**config.mk**
```make
export PLATFORM = sky130hd
export DESIGN_NAME = base32_encoder
export DESIGN_NICKNAME = d
export VERILOG_FILES = /design/src/rtl/core/b32_pkg.sv /design/src/rtl/core/b32_front.sv /design/src/rtl/core/b32_queue.sv /design/src/rtl/core/b32_back.sv /design/src/rtl/core/base32_encoder.sv
export SDC_FILE = /design/constraint.sdc
export NUM_CORES = 1
export LEC_CHECK = 0
export BUFFER_PORTS_ARGS = -buffer_cell sky130_fd_sc_hd__buf_2
export CAP_MARGIN = 15
export CELL_PAD_IN_SITES_DETAIL_PLACEMENT = 0
export CELL_PAD_IN_SITES_GLOBAL_PLACEMENT = 1
export CORE_MARGIN = 2
export CORE_UTILIZATION = 56
export DETAILED_ROUTE_END_ITERATION = 12
export PLACE_DENSITY_LB_ADDON = 0.1
export SYNTH_ARGS = -nofsm -noshare
export SYNTH_HDL_FRONTEND = slang
export SYNTH_SLANG_ARGS = --single-unit
```
**constraint.sdc**
```tcl
create_clock -name clk -period 8.75 [get_ports clk]
set_input_delay 0.875 -clock clk [delete_from_list [all_inputs] [get_ports clk]]
set_output_delay 0.875 -clock clk [all_outputs]
set_load 0.02 [all_outputs]
```
**src/rtl/core/b32_pkg.sv**
```systemverilog
// b32_pkg: shared types, constants and helper functions for the base32 encoder
// no dependencies

package b32_pkg;

    localparam int GROUP_BITS    = 40;
    localparam int GROUP_CHARS   = 8;
    localparam int QUEUE_DEPTH   = 2;
    localparam logic [6:0] PAD_CHAR = 7'h3d;

    typedef struct packed {
        logic [GROUP_BITS-1:0] bits;
        logic [3:0]            used;
        logic                  fin;
    } group_t;

    function automatic logic [6:0] char_of(input logic [4:0] v);
        logic [6:0] c;
        if (v < 5'd26)
        begin
            c = 7'(7'h41 + {2'b00, v});
        end
        else
        begin
            c = 7'(7'h32 + {2'b00, v} - 7'd26);
        end
        return c;
    endfunction

    function automatic logic [3:0] data_chars(input logic [2:0] n);
        logic [3:0] u;
        case (n)
            3'd1:    u = 4'd2;
            3'd2:    u = 4'd4;
            3'd3:    u = 4'd5;
            3'd4:    u = 4'd7;
            3'd5:    u = 4'd8;
            default: u = 4'd0;
        endcase
        return u;
    endfunction

endpackage

```
**src/rtl/core/b32_front.sv**
```systemverilog
// b32_front: accepts raw bytes, holds up to four pending, forms left-aligned groups
// depends on b32_pkg

module b32_front
(
    input  logic           clk,
    input  logic           rst_n,
    input  logic           in_valid,
    output logic           in_ready,
    input  logic [7:0]     data_byte,
    input  logic           final_byte,
    input  logic           q_full,
    output logic           q_push,
    output b32_pkg::group_t q_data
);

    logic [31:0] pending_bytes_reg, pending_bytes_next;
    logic [2:0]  pending_count_reg, pending_count_next;
    logic [2:0]  n;
    logic        take;
    logic [39:0] acc;

    assign in_ready = !q_full;
    assign take     = in_valid && in_ready;
    assign n        = pending_count_reg + 3'd1;

    always_comb
    begin
        case (n)
            3'd1:    acc = {data_byte, 32'd0};
            3'd2:    acc = {pending_bytes_reg[7:0], data_byte, 24'd0};
            3'd3:    acc = {pending_bytes_reg[15:0], data_byte, 16'd0};
            3'd4:    acc = {pending_bytes_reg[23:0], data_byte, 8'd0};
            default: acc = {pending_bytes_reg, data_byte};
        endcase
    end

    always_comb
    begin
        q_push             = take && (final_byte || (n == 3'd5));
        q_data.bits        = acc;
        q_data.used        = b32_pkg::data_chars(n);
        q_data.fin         = final_byte;
        pending_bytes_next = pending_bytes_reg;
        pending_count_next = pending_count_reg;
        if (take)
        begin
            if (q_push)
            begin
                pending_bytes_next = 32'd0;
                pending_count_next = 3'd0;
            end
            else
            begin
                pending_bytes_next = {pending_bytes_reg[23:0], data_byte};
                pending_count_next = n;
            end
        end
    end

    always_ff @(posedge clk or negedge rst_n)
    begin
        if (!rst_n)
        begin
            pending_bytes_reg <= 32'd0;
            pending_count_reg <= 3'd0;
        end
        else
        begin
            pending_bytes_reg <= pending_bytes_next;
            pending_count_reg <= pending_count_next;
        end
    end

endmodule

```
**src/rtl/core/b32_queue.sv**
```systemverilog
// b32_queue: short group queue between front and back
// depends on b32_pkg

module b32_queue
#(
    parameter int DEPTH = b32_pkg::QUEUE_DEPTH
)
(
    input  logic            clk,
    input  logic            rst_n,
    input  logic            push,
    input  b32_pkg::group_t push_data,
    input  logic            pop,
    output logic            full,
    output logic            empty,
    output b32_pkg::group_t head
);

    localparam int PW = (DEPTH > 1) ? $clog2(DEPTH) : 1;
    localparam int CW = $clog2(DEPTH + 1);
    localparam logic [PW-1:0] LAST = PW'(DEPTH - 1);

    b32_pkg::group_t mem_reg [DEPTH];
    logic [PW-1:0] wr_ptr_reg, wr_ptr_next;
    logic [PW-1:0] rd_ptr_reg, rd_ptr_next;
    logic [CW-1:0] count_reg, count_next;
    logic          do_push, do_pop;

    assign full    = (count_reg == CW'(DEPTH));
    assign empty   = (count_reg == '0);
    assign head    = mem_reg[rd_ptr_reg];
    assign do_push = push && !full;
    assign do_pop  = pop && !empty;

    always_comb
    begin
        wr_ptr_next = wr_ptr_reg;
        rd_ptr_next = rd_ptr_reg;
        count_next  = count_reg;
        if (do_push)
        begin
            wr_ptr_next = (wr_ptr_reg == LAST) ? '0 : PW'(wr_ptr_reg + 1'b1);
        end
        if (do_pop)
        begin
            rd_ptr_next = (rd_ptr_reg == LAST) ? '0 : PW'(rd_ptr_reg + 1'b1);
        end
        if (do_push && !do_pop)
        begin
            count_next = CW'(count_reg + 1'b1);
        end
        else if (do_pop && !do_push)
        begin
            count_next = CW'(count_reg - 1'b1);
        end
    end

    always_ff @(posedge clk or negedge rst_n)
    begin
        if (!rst_n)
        begin
            wr_ptr_reg <= '0;
            rd_ptr_reg <= '0;
            count_reg  <= '0;
        end
        else
        begin
            wr_ptr_reg <= wr_ptr_next;
            rd_ptr_reg <= rd_ptr_next;
            count_reg  <= count_next;
        end
    end

    always_ff @(posedge clk)
    begin
        if (do_push)
        begin
            mem_reg[wr_ptr_reg] <= push_data;
        end
    end

endmodule

```
**src/rtl/core/b32_back.sv**
```systemverilog
// b32_back: serializes one queued group into eight characters, output register
// depends on b32_pkg

module b32_back
(
    input  logic            clk,
    input  logic            rst_n,
    input  logic            q_empty,
    input  b32_pkg::group_t q_head,
    output logic            q_pop,
    output logic            out_valid,
    input  logic            out_ready,
    output logic [6:0]      out_char,
    output logic            group_last,
    output logic            message_end
);

    logic [2:0] idx_reg, idx_next;
    logic       out_valid_reg, out_valid_next;
    logic [6:0] out_char_reg;
    logic       group_last_reg;
    logic       message_end_reg;
    logic       load;
    logic       last_char;
    logic [39:0] shifted;
    logic [6:0] ch;

    assign load      = !q_empty && (!out_valid_reg || out_ready);
    assign last_char = (idx_reg == 3'(b32_pkg::GROUP_CHARS - 1));
    assign q_pop     = load && last_char;
    assign shifted   = q_head.bits << (6'd5 * {3'd0, idx_reg});

    always_comb
    begin
        if ({1'b0, idx_reg} < q_head.used)
        begin
            ch = b32_pkg::char_of(shifted[39:35]);
        end
        else
        begin
            ch = b32_pkg::PAD_CHAR;
        end
    end

    always_comb
    begin
        idx_next       = idx_reg;
        out_valid_next = out_valid_reg;
        if (load)
        begin
            idx_next       = 3'(idx_reg + 3'd1);
            out_valid_next = 1'b1;
        end
        else if (out_ready)
        begin
            out_valid_next = 1'b0;
        end
    end

    always_ff @(posedge clk or negedge rst_n)
    begin
        if (!rst_n)
        begin
            idx_reg       <= 3'd0;
            out_valid_reg <= 1'b0;
        end
        else
        begin
            idx_reg       <= idx_next;
            out_valid_reg <= out_valid_next;
        end
    end

    always_ff @(posedge clk)
    begin
        if (load)
        begin
            out_char_reg    <= ch;
            group_last_reg  <= last_char;
            message_end_reg <= last_char && q_head.fin;
        end
    end

    assign out_valid   = out_valid_reg;
    assign out_char    = out_char_reg;
    assign group_last  = group_last_reg;
    assign message_end = message_end_reg;

endmodule

```
**src/rtl/core/base32_encoder.sv**
```systemverilog
// base32_encoder: byte-in, character-out base32 encoder (standard alphabet, '=' padding)
// depends on b32_pkg, b32_front, b32_queue, b32_back
// the beat that closes a group writes it into the queue; the back serializer then registers its first character
// throughput: one character per cycle from the back serializer while out_ready is high and the
//   queue is not empty, eight characters per group; bytes are taken while the queue has room
// reset: rst_n clears pending bytes, queue pointers, character index and output valid

module base32_encoder
#(
    parameter int QUEUE_DEPTH = b32_pkg::QUEUE_DEPTH
)
(
    input  logic       clk,
    input  logic       rst_n,
    input  logic       in_valid,
    output logic       in_ready,
    input  logic [7:0] data_byte,
    input  logic       final_byte,
    output logic       out_valid,
    input  logic       out_ready,
    output logic [6:0] out_char,
    output logic       group_last,
    output logic       message_end
);

    logic            q_full;
    logic            q_empty;
    logic            q_push;
    logic            q_pop;
    b32_pkg::group_t q_in;
    b32_pkg::group_t q_head;

    b32_front u_front
    (
        .clk        (clk),
        .rst_n      (rst_n),
        .in_valid   (in_valid),
        .in_ready   (in_ready),
        .data_byte  (data_byte),
        .final_byte (final_byte),
        .q_full     (q_full),
        .q_push     (q_push),
        .q_data     (q_in)
    );

    b32_queue #(.DEPTH(QUEUE_DEPTH)) u_queue
    (
        .clk       (clk),
        .rst_n     (rst_n),
        .push      (q_push),
        .push_data (q_in),
        .pop       (q_pop),
        .full      (q_full),
        .empty     (q_empty),
        .head      (q_head)
    );

    b32_back u_back
    (
        .clk         (clk),
        .rst_n       (rst_n),
        .q_empty     (q_empty),
        .q_head      (q_head),
        .q_pop       (q_pop),
        .out_valid   (out_valid),
        .out_ready   (out_ready),
        .out_char    (out_char),
        .group_last  (group_last),
        .message_end (message_end)
    );

endmodule
```
==> results.md, run 1 <==
- HPWL after DPL: 14100 um
- Highest Clock Rate: 239 MHz
- Mapped Avg Cell Area: 12.8 sq um
- CTS tree: yes
- Maximum fanout along the worst path: 70
- Site Rows: 44
- Root Buffer: clkbuf_16
- Initial DRC Count: 578
- Worst Max-Slew Pin Slew: 1070 ps
- Buffer levels on the longest clock path: 2
- Number of global-route vias before repair: 5680
- Max reg flops: 90
- Aggregate global routing overflow: 0
- Req. time, crit path: 8920 ps
- Async set-reset flop share out of synthesis: 30.3%
- Largest net degree at the start of global routing: 75
- Worst slew margin relative to its limit: 29.0%
- Hold buffer count at cts: 0
- Post-detailed-route count of antenna-violating nets: 0
- Initial antenna violation count: 0
- Status: finished clean
- Tmin final: 4190 ps
- Hold endpoint: u_queue.count_reg[1]
- Setup TNS: 0 ps
- Clk_skew: 7.98 ps
- Number of synthesized flops with an enable pin: 99
- Crit share post-route: 47.9%
- Initial Util: 57.5%
- Worst Hold Path Cells: 1
- Max-cap check violation count: 0
- Final setup fails: 0
- Number of H-tree levels: 4
- Filler instances: 1112
- Clock sinks: 142
- Worst flop-to-flop path endpoint: u_back.out_char[3]
- Die Span X: 126 um
- Worst-Skew Late Latency: 430 ps
- Routed length per placed instance: 23.4 um
- Ant. Diodes: 0
- Area growth syn-to-layout: 9.50%
- Final Hold Viols: 0
- Nets: 679
- Min-delay worst type: flop to flop
- Most frequent cells in the layout: edfxtp_1 (99), nand2_1 (76), mux4_2 (63)
- Critical Path, Cell by Cell: buf_4 -> ha_1 -> ha_1 -> nor3b_1 -> nor2b_1 -> a32oi_1 -> o21a_1 -> o31a_1 -> inv_1 -> ha_1 -> o21a_1 -> nor3_1 -> or3b_1
- Post-synthesis cell type count: 57
- Via-per-instance ratio: 6.83
- CP peak stage delay: 610 ps
- R2R cell count: 13
- WS Path Type: flop to flop
- Register area share after synthesis: 48.5%
- Final slew viol count: 0
- Clock slew at reported path FFs: 60 ps
- # Post-CTS Setup Buffers: 0
- Yosys warnings: 0
- RSZ-0062 raised after global routing: false
- Most common cell after layout, fill and taps aside: edfxtp_1
- Port bufs: 23
- Crit. End Element: flop
- CP Data Arrival Time: 4360 ps
- Gpl congestion: 0.888
- Placeable Area: 14500 sq um
- Post-synth net total: 680
- Syn Inst Count: 651
- Routed wire length: 19800 um
- Prevailing post-synth register cell: edfxtp_1
- All-Layer GR Usage: 26.5%
- Io pins: 24
- CP max stage cell: buf_4
- First-pass GRT wire length: 32100 um
- Crit start category: flop
- Synthesized flop and latch total: 142
- Reg-to-Reg Start: u_back.idx_reg[1]
- CTS Buf Count: 17
- Detailed-route via count: 5783
- Die ar.: 15900 sq um
- Post-Syn Area: 8350 sq um
- Hold_sp: u_queue.count_reg[1]
- Post-cts resize count: 0
- Worst path most repeated cell: ha_1
- Fraction of layout cells with a size suffix above 1: 22.0%
- DRC Markers: 0
- FF-to-FF setup slack: 4560 ps
- Drt pass-1 iters: 8
- Die Ht: 126 um
-- worst max-delay path by stage --
stage | start | to | slack (ps) | cells after the start
after global placement | u_back.idx_reg[1] | u_back.out_char[3] | 4820 | 13
after CTS | u_back.idx_reg[1] | u_back.out_char[3] | 4590 | 13
after global routing | u_back.idx_reg[1] | u_back.out_char[3] | 4240 | 13
final | u_back.idx_reg[1] | u_back.out_char[3] | 4560 | 13
after detailed placement | u_back.idx_reg[1] | u_back.out_char[3] | 4590 | 13
after floorplan | in_valid | u_queue.mem_reg[0][0] | 3770 | 4
-- through the flow --
step           utilization, %  worst slack (ps)  area [sq um]  hold slack, ps  instances
2_1_floorplan               -              3770          8350             456        651
3_3_place_gp             58.7              4820          8530             479        815
3_5_place_dp             58.7              4590          8530             485        815
4_1_cts                  62.9              4590          9150             497        847
5_1_grt                  62.9              4240          9150             508        847
6_report                 62.9              4560          9150             497        847
-- area by class of cell --
type	count	area (sq um)	share of cell area, %
Clock inverter	13	186	2.04
Inverter	11	41.3	0.451
Tap cell	184	230	2.52
Sequential cell	142	4060	44.3
Timing Repair Buffer	33	190	2.08
Clock buffer	19	433	4.73
Multi-Input combinational cell	445	4010	43.8
-- critical path: cells and delay by family, from the launching register on --
| kind | cells | cell delay [ps] |
|---|---|---|
| AO/OA/AOI/OAI | 4 | 690 |
| adder cells (fa/ha/maj) | 3 | 880 |
| buffers and inverters | 2 | 710 |
| flip-flops | 1 | 340 |
| AND/OR/NAND/NOR | 4 | 1290 |
-- cell usage after synthesis (all sizes together) (2+ instances only) --
| library cell | n | area, sq um |
|---|---|---|
| a22o | 35 | 307 |
| and2 | 13 | 81.3 |
| a31oi | 4 | 25.0 |
| nor3 | 7 | 35.0 |
| o22ai | 4 | 25.0 |
| ha | 16 | 200 |
| buf | 22 | 153 |
| a222oi | 16 | 160 |
| nor2b | 10 | 62.6 |
| or3 | 2 | 12.5 |
| xor2 | 5 | 43.8 |
| a211oi | 4 | 30.0 |
| xnor2 | 3 | 26.3 |
| nor2 | 40 | 150 |
| dfrtp | 43 | 1080 |
| inv | 10 | 37.5 |
| nand3 | 18 | 90.1 |
| o21ai | 15 | 75.1 |
| a21oi | 13 | 65.1 |
| mux2 | 12 | 135 |
| o21a | 5 | 37.5 |
| nand2b | 9 | 56.3 |
| clkbuf | 31 | 116 |
| nand3b | 3 | 22.5 |
| a22oi | 8 | 60.1 |
| a221oi | 8 | 70.1 |
| o211ai | 2 | 15.0 |
| nor3b | 2 | 15.0 |
| nand2 | 76 | 285 |
| and3 | 4 | 25.0 |
| a32oi | 3 | 26.3 |
| edfxtp | 99 | 2970 |
| a311oi | 2 | 17.5 |
| mux4 | 63 | 1420 |
| mux2i | 28 | 280 |
-- kinds of logic after synthesis --
kind of cell	Yosys count	share of synthesized area [%]
AOI/OAI and AO/OA	131	12.3
xor gates and xnor gates	8	0.839
adders and majority gates	16	2.40
muxes	103	22.0
DFF	142	48.5
buffers and inverters	64	3.72
and+or+nand+nor	187	10.3
-- layer usage --
| metal | GRT usage, % | routed length [um] | vias to the layer above |
|---|---|---|---|
| li1 | - | - | 2587 |
| met1 | 37.3 | 8380 | 2914 |
| met2 | 40.1 | 9490 | 242 |
| met3 | 6.03 | 1350 | 40 |
| met4 | 11.7 | 620 | 0 |
| met5 | 0 | 0 | - |
Power of run 1 is not shown: default switching activity piles up to over one toggle a cycle in this logic, so the estimate is an artifact.
==> inputs of run 2 (changes only) <==
- CORE_UTILIZATION: 56 -> 52
- clock period: 8.75 -> 3.88 ns (I/O delays scaled with it)
==> run 2 against run 1 <==
Design area is 1.3% higher. Flip-flop and latch count stayed put. Wire length is 3.4% higher. Non-clock buffer count is 8 higher. Register-to-register slack worse by 4300 ps. Sequential share of layout area is 0.56 points lower. Via count is 1.1% higher. Fmax is 15% higher. Hold slack worse by 370 ps. Die area is 7.4% higher. Worst setup slack worse by 4300 ps. Highest routed layer unchanged.
==> results.md, run 2 (same netlist as run 1, synthesis figures left out) <==
- Status: finished clean
- Gpl congestion: 0.869 (-2.1%)
- Die Ht: 131 um (+3.7%)
- Highest Clock Rate: 276 MHz (+15%)
- Placeable Area: 15800 sq um (+8.5%)
- Top cell family by delay on the critical path: simple AND/OR/NAND/NOR gates
- Drt pass-1 iters: 6 (-2)
- Max reg flops: 90 (unchanged)
- Critical Path, Cell by Cell: ha_1 -> ha_1 -> nor3b_1 -> nor2b_1 -> a21oi_1 -> o21a_1 -> o31a_1 -> inv_1 -> ha_1 -> o21a_1 -> nor3_1 -> or3b_1
- Crit start category: flop
- Post-detailed-route count of antenna-violating nets: 0 (unchanged)
- Via-per-instance ratio: 6.59 (-3.5%)
- Max-cap check violation count: 0 (unchanged)
- Buffer levels on the longest clock path: 2 (unchanged)
- DRC Markers: 0 (unchanged)
- Worst flop-to-flop path endpoint: u_back.out_char[3]
- Crit. End Element: flop
- Critical path depth: 12 (-1)
- CTS Buf Count: 17 (unchanged)
- Maximum fanout along the worst path: 15 (-79%)
- Site Rows: 46 (+4.5%)
- All-Layer GR Usage: 25.9% (-0.68 points)
- CP endpoint: u_back.out_char[3]
- Clock sinks: 142 (unchanged)
- Final Hold Viols: 0 (unchanged)
- Die ar.: 17100 sq um (+7.4%)
- Number of H-tree levels: 4 (unchanged)
- RSZ-0062 raised after global routing: false
- HPWL after DPL: 15000 um (+6.4%)
- Placed Cells: 855 (+4.9%)
- Clk_skew: 12.5 ps (+4.57 ps)
- Io pins: 24 (unchanged)
- Routed length per placed instance: 23.1 um (-1.3%)
- Worst slew margin relative to its limit: 34.5% (+5.5 points)
- Initial antenna violation count: 0 (unchanged)
- Final Cell Area: 9260 sq um (+1.3%)
- Root Buffer: clkbuf_16
- Min-delay worst type: primary input to asynchronous set/reset pin
- Final setup fails: 0 (unchanged)
- Crit share post-route: 93.5% (+46 points)
- Reg-to-Reg Start: u_back.idx_reg[0]
- CTS tree: yes
- Finished Layout Cells: 887 (+4.7%)
- FF-to-FF setup slack: 250 ps (-4310 ps)
- Worst path most repeated cell: ha_1
- Initial Util: 53.0% (-4.5 points)
- Worst Max-Slew Pin Slew: 982 ps (-83.2 ps)
- Ant. Diodes: 0 (unchanged)
- Setup TNS: 0 ps (unchanged)
- Detailed-route via count: 5846 (+1.1%)
- Initial DRC Count: 584 (+1.0%)
- CP Data Arrival Time: 3790 ps (-570 ps)
- Dpl cell area: 8670 sq um (+1.7%)
- CP max stage cell: nor3b_1
- Clock slew at reported path FFs: 60 ps (about the same)
- Fraction of layout cells with a size suffix above 1: 23.5% (+1.5 points)
- Port bufs: 23 (unchanged)
- Nets: 687 (+1.2%)
- Die Span X: 131 um (+3.7%)
- Hold buffer count at cts: 0 (unchanged)
- Aggregate global routing overflow: 0 (unchanged)
- Tmin final: 3630 ps (-562 ps)
- Most common cell after layout, fill and taps aside: edfxtp_1
- Area growth syn-to-layout: 10.9%
- Worst path bufs/invs: 1 (-1)
- First-pass GRT wire length: 32700 um (+1.7%)
- R2R cell count: 12 (-1)
- Routed wire length: 20500 um (+3.4%)
- CP peak stage delay: 550 ps (-60 ps)
- Number of global-route vias before repair: 5591 (-1.6%)
- Final slew viol count: 0 (unchanged)
- Largest net degree at the start of global routing: 80 (+6.7%)
- Most frequent cells in the layout: edfxtp_1 (99), nand2_1 (76), mux4_2 (63)
- Crit path launch: u_back.idx_reg[0]
- Worst-Skew Late Latency: 420 ps (about the same)
- Req. time, crit path: 4040 ps (-4880 ps)
- WS Path Type: flop to flop
## run 2: metal layers
metal	track usage, %	share of wire, %	vias to the layer above
met2	40.1	49	235
met1	37.8	43	2980
met3	4.40	5.9	32
li1	-	-	2599
met4	8.32	2.2	0
met5	0	0	-
## run 2: layout make-up
class                   instances  area, sq um
repair buffers                 41          288
flip-flops and latches        142         4060
clock buffers                  21          497
clock inverters                11         90.1
multi-input cells             445         4020
fillers                      1305         6510
inverters                      11         41.3
well taps                     216          270
## run 2: worst min-delay path by stage
stage                            startpoint  depth (start not counted)                            to
3_3_place_gp           u_queue.count_reg[1]                          1          u_queue.count_reg[1]
4_1_cts                               rst_n                          1          u_queue.count_reg[1]
3_5_place_dp   u_front.pending_count_reg[2]                          1  u_front.pending_count_reg[2]
6_report                              rst_n                          1          u_queue.count_reg[1]
5_1_grt                           out_ready                          2              u_back.out_valid
2_1_floorplan                         rst_n                          0             u_back.idx_reg[0]
## run 2: worst register-to-register path, stage by stage (launching register included)
cell	delay, ps
dfrtp_4	490
ha_1	200
ha_1	480
nor3b_1	550
nor2b_1	330
a21oi_1	110
o21a_1	170
o31a_1	150
inv_1	100
ha_1	200
o21a_1	190
nor3_1	70
or3b_1	340
## run 2: timing repair
item / CTS / global route
resized for setup: 0 / 2
endpoints found under the setup margin: 0 / 2
buffers inserted: 0 / 0
## run 2: metrics by stage
stage / utilization [%] / setup WS, ps / hold WS [ps]
2_1_floorplan: - / 469 / 92.4
3_3_place_gp: 55.0 / 171 / 480
3_5_place_dp: 55.0 / 121 / 491
4_1_cts: 58.7 / 113 / 146
5_1_grt: 58.7 / 17.7 / 163
6_report: 58.7 / 251 / 126
Power of run 2 is left out for the same reason.
